`src/hdl/cma_pkg.sv`:
```
// cma_pkg: types, constants and beat structs for the channel measurement accumulator
// no dependencies; imported by cma_ctrl and channel_measurement_accumulator

package cma_pkg;

  localparam int ACC_LEN      = 256;
  localparam int NUM_PASSES   = 64;
  localparam int ACC_AW       = $clog2(ACC_LEN);
  localparam int CLR_W        = ACC_AW + 1;
  localparam int PASS_W       = $clog2(NUM_PASSES + 1);

  localparam logic [15:0] RELOAD_RESET  = 16'd9604;
  localparam logic [15:0] TIMEOUT_LIMIT = 16'd10;

  localparam logic [1:0] MODE_SAMPLE  = 2'd0;
  localparam logic [1:0] MODE_CONTROL = 2'd1;
  localparam logic [1:0] MODE_READ    = 2'd2;

  localparam logic [1:0] CS_CODE_IDLE = 2'd0;
  localparam logic [1:0] CS_CODE_WAIT = 2'd1;
  localparam logic [1:0] CS_CODE_RUN  = 2'd2;
  localparam logic [1:0] CS_CODE_END  = 2'd3;

  localparam logic [1:0] AS_CODE_IDLE  = 2'd0;
  localparam logic [1:0] AS_CODE_CLEAR = 2'd1;
  localparam logic [1:0] AS_CODE_MEAS  = 2'd2;
  localparam logic [1:0] AS_CODE_ERR   = 2'd3;

  typedef enum logic [2:0] {
    OP_NONE  = 3'd0,
    OP_READ  = 3'd1,
    OP_CLEAR = 3'd2,
    OP_ADD   = 3'd3,
    OP_ZERO  = 3'd4
  } mem_op_t;

  typedef struct packed {
    logic [1:0]         mode;
    logic signed [15:0] sample;
    logic [7:0]         read_index;
    logic               start_request;
    logic               remote_pn_on;
    logic               link_alarm;
    logic               hw_alarm;
  } in_beat_t;

  typedef struct packed {
    logic [1:0]         control_state;
    logic [1:0]         accumulate_state;
    logic               request_active;
    logic               gain_hold;
    logic               data_new;
    logic signed [31:0] read_value;
  } out_beat_t;

  typedef struct packed {
    logic [1:0] control_state;
    logic [1:0] accumulate_state;
    logic       request_active;
    logic       gain_hold;
    logic       data_new;
  } status_t;

  typedef struct packed {
    mem_op_t            op;
    logic [ACC_AW-1:0]  addr;
    logic signed [15:0] sample;
    logic               in_range;
  } mem_cmd_t;

endpackage

```
`src/hdl/cma_ctrl.sv`:
```
// cma_ctrl: measurement controller, accumulator sequencer, timeout and flags
// uses cma_pkg; issues one store command and the updated status per accepted beat

module cma_ctrl import cma_pkg::*; (
  input  logic        clk,
  input  logic        rst_n,
  input  logic        cfg_wr_en,
  input  logic [15:0] cfg_wr_data,
  input  logic        beat_fire,
  input  in_beat_t    beat,
  output mem_cmd_t    cmd,
  output status_t     status
);

  typedef enum logic [3:0] {
    CS_IDLE = 4'b0001,
    CS_WAIT = 4'b0010,
    CS_RUN  = 4'b0100,
    CS_END  = 4'b1000
  } ctrl_state_t;

  typedef enum logic [3:0] {
    AS_IDLE  = 4'b0001,
    AS_CLEAR = 4'b0010,
    AS_MEAS  = 4'b0100,
    AS_ERR   = 4'b1000
  } acc_state_t;

  ctrl_state_t       cs_r, cs_nxt;
  acc_state_t        as_r, as_nxt;
  logic [15:0]       reload_r;
  logic [15:0]       tmo_cnt_r, tmo_cnt_nxt;
  logic [CLR_W-1:0]  clr_pos_r, clr_pos_nxt;
  logic [ACC_AW-1:0] entry_r, entry_nxt;
  logic [PASS_W-1:0] pass_r, pass_nxt;
  logic              running_r, running_nxt;
  logic              request_r, request_nxt;
  logic              hold_r, hold_nxt;
  logic              fresh_r, fresh_nxt;

  logic [15:0]       tc_dec;
  logic              tmo;
  logic [CLR_W-1:0]  entry_inc;
  logic [PASS_W-1:0] pass_chk;
  logic              wrap;

  always_comb begin
    cs_nxt      = cs_r;
    as_nxt      = as_r;
    tmo_cnt_nxt = tmo_cnt_r;
    clr_pos_nxt = clr_pos_r;
    entry_nxt   = entry_r;
    pass_nxt    = pass_r;
    running_nxt = running_r;
    request_nxt = request_r;
    hold_nxt    = hold_r;
    fresh_nxt   = fresh_r;

    cmd.op       = OP_NONE;
    cmd.addr     = ACC_AW'(beat.read_index);
    cmd.sample   = beat.sample;
    cmd.in_range = (32'(beat.read_index) < ACC_LEN);

    tc_dec    = (tmo_cnt_r != 16'd0) ? tmo_cnt_r - 16'd1 : 16'd0;
    tmo       = tc_dec < TIMEOUT_LIMIT;
    entry_inc = CLR_W'(entry_r) + CLR_W'(1);
    wrap      = (entry_inc == CLR_W'(ACC_LEN));
    pass_chk  = wrap ? pass_r + PASS_W'(1) : pass_r;

    unique case (beat.mode)
      MODE_SAMPLE: begin
        unique case (as_r)
          AS_IDLE: begin
            if (running_r) begin
              as_nxt      = AS_CLEAR;
              clr_pos_nxt = '0;
              fresh_nxt   = 1'b1;
            end
          end
          AS_CLEAR: begin
            if (clr_pos_r < CLR_W'(ACC_LEN)) begin
              cmd.op      = OP_CLEAR;
              cmd.addr    = clr_pos_r[ACC_AW-1:0];
              clr_pos_nxt = clr_pos_r + CLR_W'(1);
            end else begin
              as_nxt    = AS_MEAS;
              entry_nxt = '0;
              pass_nxt  = '0;
            end
            if (!running_r) begin
              as_nxt = AS_ERR;
            end
          end
          AS_MEAS: begin
            cmd.op    = OP_ADD;
            cmd.addr  = entry_r;
            entry_nxt = wrap ? '0 : entry_inc[ACC_AW-1:0];
            pass_nxt  = pass_chk;
            if (!running_r) begin
              as_nxt = AS_ERR;
            end
            if (32'(pass_chk) >= NUM_PASSES) begin
              as_nxt      = AS_IDLE;
              clr_pos_nxt = '0;
              pass_nxt    = '0;
              entry_nxt   = '0;
              running_nxt = 1'b0;
            end
          end
          AS_ERR: begin
            cmd.op    = OP_ZERO;
            cmd.addr  = '0;
            as_nxt    = AS_IDLE;
            fresh_nxt = 1'b0;
          end
          default: begin
            as_nxt = AS_IDLE;
          end
        endcase
      end
      MODE_CONTROL: begin
        if (beat.start_request) begin
          request_nxt = 1'b1;
        end
        unique case (cs_r)
          CS_IDLE: begin
            if (request_nxt) begin
              cs_nxt = CS_WAIT;
            end
          end
          CS_WAIT: begin
            tmo_cnt_nxt = tc_dec;
            if (tmo || beat.link_alarm || beat.hw_alarm) begin
              cs_nxt      = CS_END;
              running_nxt = 1'b0;
              request_nxt = 1'b0;
              as_nxt      = AS_ERR;
            end else if (beat.remote_pn_on) begin
              running_nxt = 1'b1;
              hold_nxt    = 1'b1;
              cs_nxt      = CS_RUN;
              tmo_cnt_nxt = reload_r;
            end
          end
          CS_RUN: begin
            tmo_cnt_nxt = tc_dec;
            if (tmo) begin
              cs_nxt      = CS_END;
              running_nxt = 1'b0;
              request_nxt = 1'b0;
              as_nxt      = AS_ERR;
              hold_nxt    = 1'b0;
            end else if (!beat.remote_pn_on) begin
              request_nxt = 1'b0;
              running_nxt = 1'b0;
              cs_nxt      = CS_IDLE;
              tmo_cnt_nxt = reload_r;
              as_nxt      = AS_ERR;
              hold_nxt    = 1'b0;
            end else if (!running_r) begin
              request_nxt = 1'b0;
              cs_nxt      = CS_END;
              hold_nxt    = 1'b0;
            end
          end
          CS_END: begin
            if (!beat.remote_pn_on) begin
              cs_nxt      = CS_IDLE;
              tmo_cnt_nxt = reload_r;
            end
          end
          default: begin
            cs_nxt = CS_IDLE;
          end
        endcase
      end
      MODE_READ: begin
        cmd.op = OP_READ;
      end
      default: begin
      end
    endcase
  end

  always_comb begin
    unique case (cs_nxt)
      CS_WAIT: status.control_state = CS_CODE_WAIT;
      CS_RUN:  status.control_state = CS_CODE_RUN;
      CS_END:  status.control_state = CS_CODE_END;
      default: status.control_state = CS_CODE_IDLE;
    endcase
    unique case (as_nxt)
      AS_CLEAR: status.accumulate_state = AS_CODE_CLEAR;
      AS_MEAS:  status.accumulate_state = AS_CODE_MEAS;
      AS_ERR:   status.accumulate_state = AS_CODE_ERR;
      default:  status.accumulate_state = AS_CODE_IDLE;
    endcase
    status.request_active = request_nxt;
    status.gain_hold      = hold_nxt;
    status.data_new       = fresh_nxt;
  end

  always_ff @(posedge clk) begin
    if (!rst_n) begin
      cs_r      <= CS_IDLE;
      as_r      <= AS_IDLE;
      reload_r  <= RELOAD_RESET;
      tmo_cnt_r <= RELOAD_RESET;
      clr_pos_r <= '0;
      entry_r   <= '0;
      pass_r    <= '0;
      running_r <= 1'b0;
      request_r <= 1'b0;
      hold_r    <= 1'b0;
      fresh_r   <= 1'b0;
    end else begin
      if (cfg_wr_en) begin
        reload_r <= cfg_wr_data;
      end
      if (beat_fire) begin
        cs_r      <= cs_nxt;
        as_r      <= as_nxt;
        tmo_cnt_r <= tmo_cnt_nxt;
        clr_pos_r <= clr_pos_nxt;
        entry_r   <= entry_nxt;
        pass_r    <= pass_nxt;
        running_r <= running_nxt;
        request_r <= request_nxt;
        hold_r    <= hold_nxt;
        fresh_r   <= fresh_nxt;
      end
    end
  end

endmodule
```
`config.mk`:
```
export PLATFORM = sky130hd
export DESIGN_NAME = cma_ctrl
export DESIGN_NICKNAME = d
export VERILOG_FILES = /design/src/hdl/cma_pkg.sv /design/src/hdl/cma_ctrl.sv
export SDC_FILE = /design/constraint.sdc
export NUM_CORES = 1
export LEC_CHECK = 0
export BUFFER_PORTS_ARGS = -buffer_cell sky130_fd_sc_hd__buf_2
export CELL_PAD_IN_SITES_DETAIL_PLACEMENT = 1
export CELL_PAD_IN_SITES_GLOBAL_PLACEMENT = 2
export CORE_ASPECT_RATIO = 0.75
export CORE_MARGIN = 2
export CORE_UTILIZATION = 29
export CTS_CLUSTER_SIZE = 14
export DETAILED_ROUTE_END_ITERATION = 8
export GPL_ROUTABILITY_DRIVEN = 0
export PLACE_DENSITY = 0.75
export SYNTH_ARGS = -nofsm -noshare
export SYNTH_HDL_FRONTEND = slang
export SYNTH_SLANG_ARGS = --single-unit
```
`constraint.sdc`:
```
create_clock -name clk -period 3.4 [get_ports clk]
set_input_delay 0.68 -clock clk [delete_from_list [all_inputs] [get_ports clk]]
set_output_delay 0.68 -clock clk [all_outputs]
set_load 0.02 [all_outputs]
```
==> results.tsv, run 1 <==
stage	metric	value	unit
outcome	outcome	finished, violations left	
outcome	violations	setup timing	
timing	slew_headroom	0.5397	
timing	setup-violations-final	6	
place	dpl-instance-area	5319	µm²
place	port-buffer-count	51	
power	clkPwrFrac	0.485	
floorplanning	core	15870	µm²
timing	max_freq	264.1	MHz
final_layout	drive_above_1_share	0.2592	
timing	finalHoldViolations	0	
setup_path	cp-end-kind	output port	
worst_hold_path	min_path_type	reg -> reg	
setup_path	cp.arrival	3.11	ns
timing	grt_setup_unrepaired	true	
worst_hold_path	hp-start	reload_r[2]	
synth	synth_cell_type_count	76	
drt	drtIter0Drc	310	
power	pwr-share-comb	0.097	
place	dp_cells	871	
synth	ys_warn_count	0	
power	seqPwrFrac	0.418	
drt	drc	0	
final_layout	postLayoutCoreUtil	0.3652	
place	dp_slack	-0.2791	ns
worst_hold_path	worstHoldEndpoint	tmo_cnt_r[2]	
clock_tree	cts_tree	built	
clock_tree	clk_pin_slew	0.06	ns
power	p_sw	0.5384	mW
setup_path	cp_cell_sequence	inv_2 -> ha_4 -> or4b_4 -> nor4_4 -> mux2i_2 -> a32o_2 -> o211ai_4 -> a311oi_2 -> xor2_1 -> and3_1 -> buf_6	
final_layout	final_common_cell	nor2_1	
setup_path	r2r-end	tmo_cnt_r[14]	
synth	async_reset_ff_frac	0	
setup_path	reg2reg_depth	15	
clock_tree	cts_hold_buf	0	
drt	vias	4891	
synth	avgSynthCellArea	7.622	µm²
clock_tree	clk_latency	0.35	ns
final_layout	final_nets	732	
grt	grt_pass1_wl	26570	µm
timing	finalMaxSlewViolations	0	
drt	drt_wl_total	16540	µm
clock_tree	cts_root_buffer	clkbuf_16	
final_layout	fin_area	5794	µm²
floorplanning	die_x	150.2	µm
timing	hold_ws	0.4750	ns
setup_path	critical_path.slowest_cell	or4b_4	
power	p_per_area	345.1	nW/µm²
grt	grt_max_degree	38	
grt	antenna_found_initial	0	
worst_hold_path	holdPathStages	2	
synth	ys_seq_area_frac	0.2928	
timing	skew	0.006495	ns
synth	synth.net_count	664	
drt	ant_nets	0	
timing	setup_tns	-1.792	ns
synth	ys_ff_latch	68	
power	max-vdd-ir-drop	0.2035	mV
synth	synth_edf_count	0	
grt	grt_pass1_vias	4793	
job	drv_cap	0	
floorplanning	die_height	113.7	µm
synth	syn_inst	610	
final_layout	syn_to_final_growth	24.62	%
drt	vias_per_cell	5.477	
final_layout	antenna_cells	0	
timing	min_period	3.786	ns
synth	syn-cell-area	4649	µm²
setup_path	cp.required	2.72	ns
timing	min_period_over_period	1.114	
floorplanning	dieArea	17070	µm²
place	post-dp-hpwl	12170	µm
power	netSwitchingFraction	0.2693	
grt	grt_use_total	0.1992	
clock_tree	h-tree-depth	3	
timing	worst_slew_pin_slew	0.6859	ns
power	internal_power	1.461	mW
synth	ys.flop_type	dfxtp_1	
final_layout	stdcell_count	893	
final_layout	mostFrequentLayoutCells	76 x nor2_1, 65 x dfxtp_1, 64 x buf_4, 62 x nand2_1, 45 x buf_2	
clock_tree	cts_max_path_buffers	2	
clock_tree	numCtsBuffers	9	
setup_path	critPathMaxFanout	3	
power	p_leak	2.326	nW
floorplanning	row_count	40	
drt	wl_per_cell	18.52	µm
floorplanning	initial_core_util	0.2931	
setup_path	critPathMaxStageDelay	0.51	ns
setup_path	rr_startpoint	tmo_cnt_r[1]	
setup_path	reg2reg_slack	0.10	ns
grt	grt_remaining_overflow	0	
floorplanning	pin_count	85	
power	total_power	1.999	mW
drt	dr.pass1.iters	4	
timing	finalWorstSetupSlack	-0.3863	ns
setup_path	cp-start-kind	flop	
clock_tree	cts_num_sinks	68	
setup_path	critPathKind	reg -> out	
cell type report:
class | count | area (µm²)
multi-input combinational | 470 | 3040
fill | 1922 | 10070
timing repair buffer | 115 | 773.2
clock buffer | 9 | 225.2
tap | 210 | 262.8
sequential | 68 | 1365
clock inverter | 7 | 75.07
inverter | 14 | 52.55
registers in the layout, indices dropped and copies added, names as in the netlist:
register   flops
pass_r         7
as_r           4
fresh_r        1
entry_r        8
cs_r           4
hold_r         1
clr_pos_r      9
request_r      1
reload_r      16
tmo_cnt_r     16
running_r      1
synth_stat cells, drive strengths merged, types with 3 or more instances:
master / instances / share of area
nor2: 78 / 0.064
dfxtp: 68 / 0.29
nand2: 63 / 0.051
o21ai: 49 / 0.056
a21oi: 31 / 0.033
clkbuf: 31 / 0.025
buf: 27 / 0.041
mux2i: 22 / 0.047
nand3: 20 / 0.022
a31oi: 15 / 0.020
and3: 14 / 0.020
inv: 14 / 0.011
nor3: 12 / 0.013
xnor2: 11 / 0.021
or3: 10 / 0.013
xor2: 10 / 0.019
a22oi: 9 / 0.015
nor4: 9 / 0.015
a211oi: 7 / 0.012
nand4: 7 / 0.0094
nor4b: 7 / 0.018
a32oi: 6 / 0.011
nor2b: 6 / 0.0081
or4: 6 / 0.011
nor3b: 5 / 0.0081
o31ai: 5 / 0.0081
a311oi: 4 / 0.010
a41oi: 4 / 0.0075
and2: 4 / 0.0054
and4: 4 / 0.0075
ha: 4 / 0.011
o21a: 4 / 0.0081
or2: 4 / 0.0054
a211o: 3 / 0.0057
a21o: 3 / 0.0048
o211ai: 3 / 0.0059
or4b: 3 / 0.0073
worst max-delay path by stage:
stage	start	endpoint	slack, ns	depth (start not counted)
finish	tmo_cnt_r[1]	status[3]	-0.39	11
CTS	tmo_cnt_r[1]	status[3]	-0.38	11
detailed placement	tmo_cnt_r[1]	status[3]	-0.28	11
global placement	tmo_cnt_r[1]	status[3]	-0.09	11
global route	tmo_cnt_r[1]	status[3]	-0.51	11
floorplan	tmo_cnt_r[2]	status[5]	0.002	10
worst max-delay path, delay by kind of cell (launching register included):
family                     cells  cell delay [ns]
and+or+nand+nor                3             0.90
AOI/OAI and AO/OA              3             0.71
DFF                            1             0.34
muxes                          1             0.31
buffers and inverters          2             0.19
xor gates and xnor gates       1             0.17
adders and majority gates      1             0.13
cells by family after synthesis:
family                     share of synthesized area
DFF                                           0.2928
xor gates and xnor gates                     0.03956
adders and majority gates                    0.01076
other                                      0.0008065
buffers and inverters                        0.07777
AOI/OAI and AO/OA                             0.2395
and+or+nand+nor                               0.2914
muxes                                        0.04736
power by group through the flow:
stage | logic [mW] | clock network [mW] | registers, mW
floorplan | 0.155 | 0 | 0.839
global placement | 0.182 | 0 | 0.852
detailed placement | 0.188 | 0 | 0.853
CTS | 0.191 | 0.997 | 0.836
global route | 0.215 | 1.03 | 0.839
finish | 0.194 | 0.969 | 0.836
layer usage:
metal / GRT usage / up-vias / part of all wire
li1: - / 2351 / -
met1: 0.2948 / 2400 / 0.51
met2: 0.2938 / 120 / 0.43
met3: 0.04440 / 20 / 0.047
met4: 0.04528 / 0 / 0.011
met5: 0 / - / 0
timing repair:
item,CTS,global route
resized for setup,21,17
setup buffers,1,5
setup endpoints to repair,6,6
pin swaps,12,5
Power figures use the tool's default switching activity.
==> inputs of run 2 (changes only) <==
- RECOVER_POWER: not set -> 25
==> results.tsv, run 2 (same netlist as run 1, synthesis figures left out) <==
stage	metric	value	unit
timing	hold_ws	0.4750	ns
setup_path	endpoint	status[3]	
clock_tree	h-tree-depth	3	
power	max-vdd-ir-drop	0.2035	mV
timing	min_period_over_period	1.114	
timing	slew_headroom	0.1941	
grt	antenna_found_initial	0	
grt	grt_remaining_overflow	0	
timing	setup-violations-final	6	
job	drv_cap	0	
setup_path	r2r-end	tmo_cnt_r[14]	
timing	max_freq	264.1	MHz
clock_tree	cts_max_path_buffers	2	
clock_tree	cts_tree	built	
setup_path	reg2reg_depth	15	
setup_path	reg2reg_slack	0.10	ns
timing	finalWorstSetupSlack	-0.3863	ns
final_layout	final_common_cell	nor2_1	
outcome	outcome	finished, violations left	
setup_path	cp.required	2.72	ns
drt	drt_wl_total	16540	µm
grt	grt_use_total	0.1992	
floorplanning	core	15870	µm²
timing	worst_slew_pin_slew	1.209	ns
power	p_per_area	345.2	nW/µm²
worst_hold_path	hp-start	reload_r[2]	
final_layout	final_nets	732	
final_layout	syn_to_final_growth	24.60	%
drt	ant_nets	0	
grt	grt_pass1_wl	26570	µm
floorplanning	pin_count	85	
setup_path	critPathMaxFanout	3	
drt	vias	4891	
drt	dr.pass1.iters	4	
worst_hold_path	min_path_type	reg -> reg	
timing	finalMaxSlewViolations	0	
final_layout	drive_above_1_share	0.2577	
clock_tree	clk_pin_slew	0.06	ns
setup_path	rr_startpoint	tmo_cnt_r[1]	
floorplanning	initial_core_util	0.2931	
clock_tree	numCtsBuffers	9	
final_layout	mostFrequentLayoutCells	76 x nor2_1, 65 x dfxtp_1, 64 x buf_4, 62 x nand2_1, 44 x buf_2	
final_layout	postLayoutCoreUtil	0.3651	
setup_path	critPathKind	reg -> out	
setup_path	cp-start-kind	flop	
power	p_leak	2.323	nW
drt	drtIter0Drc	310	
clock_tree	cts_root_buffer	clkbuf_16	
setup_path	cp.arrival	3.11	ns
drt	drc	0	
floorplanning	row_count	40	
clock_tree	cts_num_sinks	68	
final_layout	largest_registers	reload_r: 16 flops, tmo_cnt_r: 16 flops, clr_pos_r: 9 flops	
timing	min_period	3.786	ns
outcome	violations	setup timing	
floorplanning	die_height	113.7	µm
drt	wl_per_cell	18.52	µm
place	port-buffer-count	51	
clock_tree	clk_latency	0.35	ns
timing	grt_setup_unrepaired	true	
floorplanning	dieArea	17070	µm²
grt	grt_max_degree	38	
setup_path	critPathLaunch	tmo_cnt_r[1]	
grt	grt_pass1_vias	4793	
place	post-dp-hpwl	12170	µm
setup_path	cp-end-kind	output port	
drt	vias_per_cell	5.477	
final_layout	antenna_cells	0	
timing	skew	0.006495	ns
floorplanning	die_x	150.2	µm
timing	finalHoldViolations	0	
run 2: changes by cell type in the layout (fill, tap and decap cells not counted):
cell,change
buf_2,-1
clkbuf_1,+1
run 2: worst min path at each step:
| stage | depth (start not counted) | to |
|---|---|---|
| 6_report | 2 | tmo_cnt_r[2] |
| 5_1_grt | 2 | tmo_cnt_r[2] |
| 4_1_cts | 2 | tmo_cnt_r[2] |
| 3_5_place_dp | 2 | reload_r[2] |
| 3_3_place_gp | 2 | reload_r[2] |
| 2_1_floorplan | 2 | tmo_cnt_r[2] |
run 2: metal layers:
metal / vias to the layer above / GRT usage / routed length [µm]
met5: - / 0 / 0
met4: 0 / 0.04528 / 180
met3: 20 / 0.04440 / 773
met2: 120 / 0.2938 / 7191
met1: 2400 / 0.2948 / 8393
li1: 2351 / - / -
run 2: power by group:
group | internal [mW] | switching [mW]
registers | 0.814 | 0.0222
logic | 0.0776 | 0.117
clock network | 0.570 | 0.399
total | 1.46 | 0.538
run 2: critical path, stage by stage, from the launching register on:
cell      delay, ns
dfxtp_2        0.34
inv_2          0.07
ha_4           0.13
or4b_4         0.51
nor4_4         0.19
mux2i_2        0.31
a32o_2         0.26
o211ai_4       0.11
a311oi_2       0.34
xor2_1         0.17
and3_1         0.20
buf_6          0.12
run 2: repair_timing:
item / CTS / global route
hold buffers: 0 / 0
gates resized for setup: 21 / 17
setup buffers: 1 / 5
setup endpoints to repair: 6 / 6
pin swaps: 12 / 5
run 2: per-stage QoR:
stage	total power, mW	instances	cell area [µm²]	TNS [ns]	setup slack [ns]
global placement	1.035	871	5319	-0.1825	-0.09423
floorplan	0.9939	610	4668	0	0.002292
detailed placement	1.041	871	5319	-0.9713	-0.2791
CTS	2.023	888	5693	-1.686	-0.3754
finish	2.000	893	5793	-1.792	-0.3863
global route	2.085	893	5793	-2.466	-0.5146
run 2: area by class of cell:
type                            instances  area [µm²]
Fill cell                            1922       10070
Inverter                               14       52.55
Sequential cell                        68        1365
Clock buffer                            9       225.2
Clock inverter                          7       75.07
Timing Repair Buffer                  115       772.0
Tap cell                              210       262.8
Multi-Input combinational cell        470        3040
